### src/cbc_pkg.sv
package cbc_pkg;

    localparam int RAM_BANKS      = 4;
    localparam int RAM_BANK_BYTES = 8192;
    localparam int MAX_ROM_BANKS  = 512;

    localparam int RAM_DEPTH   = RAM_BANKS * RAM_BANK_BYTES;
    localparam int RAM_AW      = $clog2(RAM_DEPTH);
    localparam int BANK_OFF_W  = $clog2(RAM_BANK_BYTES);
    localparam int ROM_CNT_W   = 10;
    localparam int RAM_CNT_W   = 5;
    localparam int CFG_DATA_W  = 10;
    localparam int ROM_ADDR_W  = 23;

    typedef logic [RAM_AW-1:0] ram_addr_t;

    typedef enum logic [1:0] {
        SRC_ROM   = 2'd0,
        SRC_RAM   = 2'd1,
        SRC_OPEN  = 2'd2,
        SRC_WDONE = 2'd3
    } src_t;

    typedef enum logic [1:0] {
        KIND_ROM_ONLY   = 2'd0,
        KIND_MBC1       = 2'd1,
        KIND_MBC3       = 2'd2,
        KIND_UNSUPPORTED = 2'd3
    } kind_t;

    typedef enum logic [1:0] {
        CFG_CART_KIND     = 2'd0,
        CFG_ROM_BANK_CNT  = 2'd1,
        CFG_RAM_BANK_CNT  = 2'd2,
        CFG_BATTERY       = 2'd3
    } cfg_idx_t;

    localparam logic [2:0] REGION_RAM_EN   = 3'b000;
    localparam logic [2:0] REGION_ROM_BANK = 3'b001;
    localparam logic [2:0] REGION_RAM_BANK = 3'b010;
    localparam logic [2:0] REGION_MODE     = 3'b011;
    localparam logic [2:0] REGION_CART_RAM = 3'b101;

    localparam logic [3:0] RAM_EN_KEY    = 4'hA;
    localparam logic [6:0] MBC1_BANK_MSK = 7'h1F;
    localparam logic [6:0] MBC3_BANK_MSK = 7'h7F;
    localparam logic [7:0] OPEN_BUS      = 8'hFF;

    typedef struct packed {
        src_t                  src;
        logic [ROM_ADDR_W-1:0] rom_address;
        logic                  ram_rd;
        logic                  ram_wr;
        ram_addr_t             ram_addr;
        logic                  save_pending;
    } cbc_dec_t;

endpackage

### src/cbc_cfg_if.sv
interface cbc_cfg_if;
    logic       valid;
    logic       ready;
    logic [1:0] index;
    logic [9:0] data;

    modport source (output valid, output index, output data, input ready);
    modport sink   (input valid, input index, input data, output ready);
endinterface

### src/cbc_bank_regs.sv
module cbc_bank_regs (
    input  logic             clk,
    input  logic             rst_n,
    cbc_cfg_if.sink          cfg,
    input  logic             fire,
    input  logic             mode,
    input  logic [15:0]      address,
    input  logic [7:0]       write_data,
    output cbc_pkg::cbc_dec_t dec
);
    import cbc_pkg::*;

    kind_t                kind_reg;
    logic [ROM_CNT_W-1:0] rom_cnt_reg;
    logic [RAM_CNT_W-1:0] ram_cnt_reg;
    logic                 battery_reg;

    logic       ram_en_reg,   ram_en_next;
    logic [6:0] rom_bank_reg, rom_bank_next;
    logic [1:0] ram_sel_reg,  ram_sel_next;
    logic [1:0] act_bank_reg, act_bank_next;
    logic       bmode_reg,    bmode_next;
    logic       dirty_reg,    dirty_next;

    logic                 banked;
    logic [ROM_CNT_W-1:0] rom_lim;
    logic [RAM_CNT_W-1:0] ram_lim;
    logic                 ram_ok;
    logic [6:0]           sw_bank;
    logic [6:0]           masked_bank;
    logic [2:0]           region;

    assign cfg.ready = 1'b1;

    always_ff @(posedge clk or negedge rst_n)
    begin
        if (!rst_n)
        begin
            kind_reg    <= KIND_ROM_ONLY;
            rom_cnt_reg <= ROM_CNT_W'(2);
            ram_cnt_reg <= '0;
            battery_reg <= 1'b0;
        end
        else if (cfg.valid)
        begin
            case (cfg_idx_t'(cfg.index))
                CFG_CART_KIND:    kind_reg    <= kind_t'(cfg.data[1:0]);
                CFG_ROM_BANK_CNT: rom_cnt_reg <= cfg.data[ROM_CNT_W-1:0];
                CFG_RAM_BANK_CNT: ram_cnt_reg <= cfg.data[RAM_CNT_W-1:0];
                CFG_BATTERY:      battery_reg <= cfg.data[0];
                default:          battery_reg <= battery_reg;
            endcase
        end
    end

    assign banked  = (kind_reg == KIND_MBC1) || (kind_reg == KIND_MBC3);
    assign rom_lim = (rom_cnt_reg < ROM_CNT_W'(MAX_ROM_BANKS)) ? rom_cnt_reg
                                                               : ROM_CNT_W'(MAX_ROM_BANKS);
    assign ram_lim = (ram_cnt_reg < RAM_CNT_W'(RAM_BANKS)) ? ram_cnt_reg
                                                           : RAM_CNT_W'(RAM_BANKS);
    assign ram_ok  = ram_en_reg && (RAM_CNT_W'(act_bank_reg) < ram_lim);
    assign sw_bank = banked ? rom_bank_reg : 7'd1;
    assign region  = address[15:13];
    assign masked_bank = write_data[6:0]
                       & ((kind_reg == KIND_MBC1) ? MBC1_BANK_MSK : MBC3_BANK_MSK);

    always_comb
    begin
        ram_en_next   = ram_en_reg;
        rom_bank_next = rom_bank_reg;
        ram_sel_next  = ram_sel_reg;
        act_bank_next = act_bank_reg;
        bmode_next    = bmode_reg;
        dirty_next    = dirty_reg;

        dec.src          = SRC_OPEN;
        dec.rom_address  = '0;
        dec.ram_rd       = 1'b0;
        dec.ram_wr       = 1'b0;
        dec.ram_addr     = RAM_AW'({act_bank_reg, address[BANK_OFF_W-1:0]});
        dec.save_pending = dirty_reg;

        if (mode)
        begin
            dec.src = SRC_WDONE;
            if (banked)
            begin
                case (region)
                    REGION_RAM_EN:
                        ram_en_next = (write_data[3:0] == RAM_EN_KEY);
                    REGION_ROM_BANK:
                        rom_bank_next = (masked_bank == 7'd0) ? 7'd1 : masked_bank;
                    REGION_RAM_BANK:
                    begin
                        ram_sel_next = write_data[1:0];
                        if (kind_reg == KIND_MBC3 || bmode_reg)
                            act_bank_next = write_data[1:0];
                    end
                    REGION_MODE:
                    begin
                        if (kind_reg == KIND_MBC1)
                        begin
                            bmode_next = write_data[0];
                            if (write_data[0])
                                act_bank_next = ram_sel_reg;
                        end
                    end
                    REGION_CART_RAM:
                    begin
                        if (ram_ok)
                        begin
                            dec.ram_wr = 1'b1;
                            if (battery_reg)
                                dirty_next = 1'b1;
                        end
                    end
                    default:
                        dec.src = SRC_WDONE;
                endcase
            end
            dec.save_pending = dirty_next;
        end
        else
        begin
            case (address[15:14])
                2'b00:
                begin
                    if (rom_lim != '0)
                    begin
                        dec.src         = SRC_ROM;
                        dec.rom_address = ROM_ADDR_W'(address[13:0]);
                    end
                end
                2'b01:
                begin
                    if (kind_reg != KIND_UNSUPPORTED && ROM_CNT_W'(sw_bank) < rom_lim)
                    begin
                        dec.src         = SRC_ROM;
                        dec.rom_address = ROM_ADDR_W'({sw_bank, address[13:0]});
                    end
                end
                default:
                begin
                    if (region == REGION_CART_RAM && banked && ram_ok)
                    begin
                        dec.src    = SRC_RAM;
                        dec.ram_rd = 1'b1;
                    end
                end
            endcase
        end
    end

    always_ff @(posedge clk or negedge rst_n)
    begin
        if (!rst_n)
        begin
            ram_en_reg   <= 1'b0;
            rom_bank_reg <= 7'd1;
            ram_sel_reg  <= 2'd0;
            act_bank_reg <= 2'd0;
            bmode_reg    <= 1'b0;
            dirty_reg    <= 1'b0;
        end
        else if (fire)
        begin
            ram_en_reg   <= ram_en_next;
            rom_bank_reg <= rom_bank_next;
            ram_sel_reg  <= ram_sel_next;
            act_bank_reg <= act_bank_next;
            bmode_reg    <= bmode_next;
            dirty_reg    <= dirty_next;
        end
    end

endmodule
### src/flat_wrapper.sv
// flat-port wrapper written by rule: the top's interface ports become plain ports
module cbc_bank_regs_flat import cbc_pkg::*;
  (clk, rst_n, fire, mode, address, write_data, dec, cfg_valid, cfg_index, cfg_data, cfg_ready);
  cbc_cfg_if cfg_i ();
  input  logic clk;
  input  logic rst_n;
  input  logic fire;
  input  logic mode;
  input  logic [15:0] address;
  input  logic [7:0] write_data;
  output cbc_pkg::cbc_dec_t dec;
  input wire logic [$bits(cfg_i.valid)-1:0] cfg_valid;
  input wire logic [$bits(cfg_i.index)-1:0] cfg_index;
  input wire logic [$bits(cfg_i.data)-1:0] cfg_data;
  output wire logic [$bits(cfg_i.ready)-1:0] cfg_ready;
  assign cfg_i.valid = cfg_valid;
  assign cfg_i.index = cfg_index;
  assign cfg_i.data = cfg_data;
  assign cfg_ready = cfg_i.ready;
  cbc_bank_regs u_core (.clk(clk), .rst_n(rst_n), .cfg(cfg_i), .fire(fire), .mode(mode), .address(address), .write_data(write_data), .dec(dec));
endmodule
### config.mk
export PLATFORM = sky130hd
export DESIGN_NAME = cbc_bank_regs_flat
export DESIGN_NICKNAME = d
export VERILOG_FILES = /design/src/cbc_pkg.sv /design/src/cbc_cfg_if.sv /design/src/cbc_bank_regs.sv /design/src/flat_wrapper.sv
export SDC_FILE = /design/constraint.sdc
export NUM_CORES = 1
export LEC_CHECK = 0
export BUFFER_PORTS_ARGS = -buffer_cell sky130_fd_sc_hd__buf_2
export CORE_AREA = 3 3 92 94
export DETAILED_ROUTE_END_ITERATION = 10
export DIE_AREA = 0 0 95 97
export HOLD_SLACK_MARGIN = 0.02
export PLACE_DENSITY = 0.52
export SLEW_MARGIN = 10
export SYNTH_ARGS = -nofsm -noshare
export SYNTH_HDL_FRONTEND = slang
export SYNTH_SLANG_ARGS = --single-unit
### constraint.sdc
create_clock -name clk -period 2.55 [get_ports clk]
set_input_delay 0.51 -clock clk [delete_from_list [all_inputs] [get_ports clk]]
set_output_delay 0.51 -clock clk [all_outputs]
set_load 0.01 [all_outputs]
==> key figures <==
Synthesis
  – Gate count after technology mapping: 205
  – Share of the yosys chip area belonging to registers: 38.6%
  – Share of async-settable or async-resettable flops after synthesis: 100%
  – Number of warnings issued by yosys: 0
  – Synth unique cells: 39
  – Number of storage elements in the synthesis netlist: 32
  – Primary FF master, synth: dfrtp_1
  – Number of flops mapped to enable cells by yosys: 0
  – Mean post-synth cell area: 10.2 um^2
  – Syn Std Cell Area: 2080 um^2

Global routing
  – First-pass GRT wire length: 8.17 mm
  – Number of antenna violations at the first check in global routing: 0
  – GR Util All Layers: 11.4%
  – Number of global-route vias before repair: 1687
  – Maximum number of pins on one net before global-route repair: 33
  – Final global-route overflow total: 0

Pwr
  – Share of total power consumed by net switching: 31.8%
  – Leak pwr: 1.37 nW
  – Share of power burned in the clock network: 24.8%
  – PnR Total Power: 1.91 mW
  – Cell area power density: 660 nW/um^2
  – Relative contribution of combinational cells to total power: 37.4%
  – Net switching power of the design: 0.608 mW
  – Internal: 1.30 mW
  – Sequential group share of total power: 37.7%
  – Max IR drop VDD: 0.390 mV

Cells and area
  – Highest-count cells in the layout ignoring fill and taps: 68 x buf_2, 30 x dfrtp_1, 24 x mux2_2, 15 x buf_4
  – Share of layout cells above drive strength 1: 57.5%
  – Number of diodes: 0
  – Design area: 2900 um^2
  – Layout-stage area growth over the synthesis result: 39.1%
  – Total Nets Final: 337
  – Max reg flops: 10
  – Final cell utilization of the core: 37.5%
  – Most common cell after layout, fill and taps aside: buf_2

Drt
  – Vias: 1752
  – Antenna-violating nets left: 0
  – Post-route DRC: 0
  – Pre-Repair DR Iteration Count: 4
  – Vias per Instance: 4.50
  – Average routed wire per standard cell: 13.3 um
  – Drt first-iter violations: 93
  – Wire length reported by the detailed router: 5.18 mm

Critical path
  – Biggest cell delay along the critical path: 410 ps
  – Critical path data required time: 2040 ps
  – Cell family with most CP delay: adder cells
  – Critical path capture point type: primary output
  – Arrival time of data at the critical path endpoint: 2410 ps
  – Cell-by-cell listing of the critical path: ha_4, nor2b_2, ha_1, nand4_1, a211o_1, nand3_2, a21oi_4, buf_12, and2_1, buf_2
  – Maximum fanout along the worst path: 13
  – CP Class: reg -> out
  – Startpoint kind of the worst setup timing path: flip-flop
  – Cell with the biggest individual delay on the critical path: dfrtp_1
  – Sum of buffers and inverters on the critical path: 2

STA
  – Final Worst Setup Slack: -370 ps
  – Worst hold-check slack: 287 ps
  – Clock Skew: 5.48 ps
  – Crit path time final: 2920 ps
  – Achievable frequency: 342 MHz
  – Final hold violation count: 0
  – Final period util: 115%
  – Final setup viols: 22
  – Least-Margin Pin Slew: 735 ps
  – Number of pins with negative max-slew slack in the final report: 0
  – Sum of negative setup slack: -7680 ps
  – Setup repair after global routing missed its margin: yes
  – Headroom to the max-slew limit: 51.0%

CTS
  – Root buffer cell: clkbuf_8
  – H-tree Lvls: 2
  – CTS Hold Bufs: 0
  – Maximum count of clock buffers along a single path: 2
  – Clock transition at the registers of the reported paths: 70 ps
  – Total CTS buffers: 5
  – Total number of clock tree sinks: 32
  – CTS tree: yes
  – Worst skew pair latency: 280 ps

Run status
  – Failing checks: negative setup slack
  – Result of the run: finished with violations

Placement
  – Sum of net half-perimeters after detailed placement: 4.19 mm
  – Global placement routability congestion: 0.754
  – Instance area at placement: 2600 um^2
  – Count of input and output buffers: 80

Die
  – Overall die height: 97 um
  – Area enclosed by the die boundary: 9220 um^2
  – Area of the core: 7730 um^2
  – Starting density of the core: 26.9%
  – Width of the die: 95 um
  – Top-level I/O count: 85
  – Number of rows created at floorplan: 32

Min path
  – Class of the tightest hold or removal check: in -> async

Job
  – Max capacitance violation total: 0
==> logic make-up after synthesis <==
kind of cell,Yosys count,synth area share (%)
AOI/OAI and AO/OA,27,9.31
adders and majority gates,10,6.01
buffers and inverters,25,8.05
DFF,32,38.6
muxes,26,13.9
other,2,0.361
and+or+nand+nor,83,23.7
==> worst register-to-register path: stages, from the launching register on <==
cell     delay [ps]
dfrtp_1         390
inv_2            90
ha_4            230
buf_4           160
or3_1           420
nor2_1          180
mux2_2          350
==> cell usage after synthesis (all sizes together) (3+ instances only) <==
library cell,count,share of area (%)
a21oi,9,2.3
nor4,5,2.2
nand2b,10,3.1
and2,20,6.0
nand2,12,2.2
o21ai,5,1.2
dfrtp,30,36
mux2,24,13
clkbuf,3,0.54
a211o,3,1.3
nor3,6,2.0
buf,20,7.2
nand3b,4,1.4
ha,10,6.0
nor2b,7,2.1
nor2,10,1.8
==> power groups by stage <==
stage,combinational (mW),sequential (mW),clock [mW]
floorplan,0.410,0.707,0
global placement,0.614,0.727,0
detailed placement,0.625,0.732,0
CTS,0.672,0.724,0.492
global route,0.800,0.735,0.514
finish,0.715,0.721,0.474
==> per-stage QoR <==
step                setup WS (ps)  std cells
floorplan                  -0.805        206
global placement             -190        380
detailed placement           -220        380
CTS                          -407        388
global route                 -541        389
finish                       -370        389
==> repair_timing <==
action / 4_1_cts / 5_1_grt
resized for setup: 14 / 21
setup endpoints to repair: 25 / 25
pin swaps: 15 / 12
setup buffers: 3 / 1
==> final cells by class <==
class	instances	area (um^2)
clock buffer	6	72.6
multi-input combinational	149	1240
sequential	32	803
inverter	2	7.51
fill	786	4830
timing repair buffer	96	608
clock inverter	2	35.0
tap	102	128
==> metal layers <==
layer	vias up	track usage (%)	part of all wire, %
met4	0	3.66	1.1
met3	6	2.88	7.4
met1	814	14.1	42
met5	-	0	0
met2	71	19.1	50
li1	861	-	-
==> path summary, 6_finish.rpt <==
path,startpoint,endpoint,slack [ps],cells past startpoint
worst max-delay path,u_core.kind_reg[1],dec[28],-370,10
worst min-delay path,rst_n,u_core.rom_cnt_reg[5],290,1
worst max register to register,u_core.kind_reg[0],u_core.ram_sel_reg[0],630,6
worst min register to register,u_core.dirty_reg,u_core.dirty_reg,470,1
max in group asynchronous,rst_n,u_core.kind_reg[1],1790,1
min in group clk,cfg_data[7],u_core.rom_cnt_reg[7],460,2
Note: power is estimated with default switching activity, not from simulation.
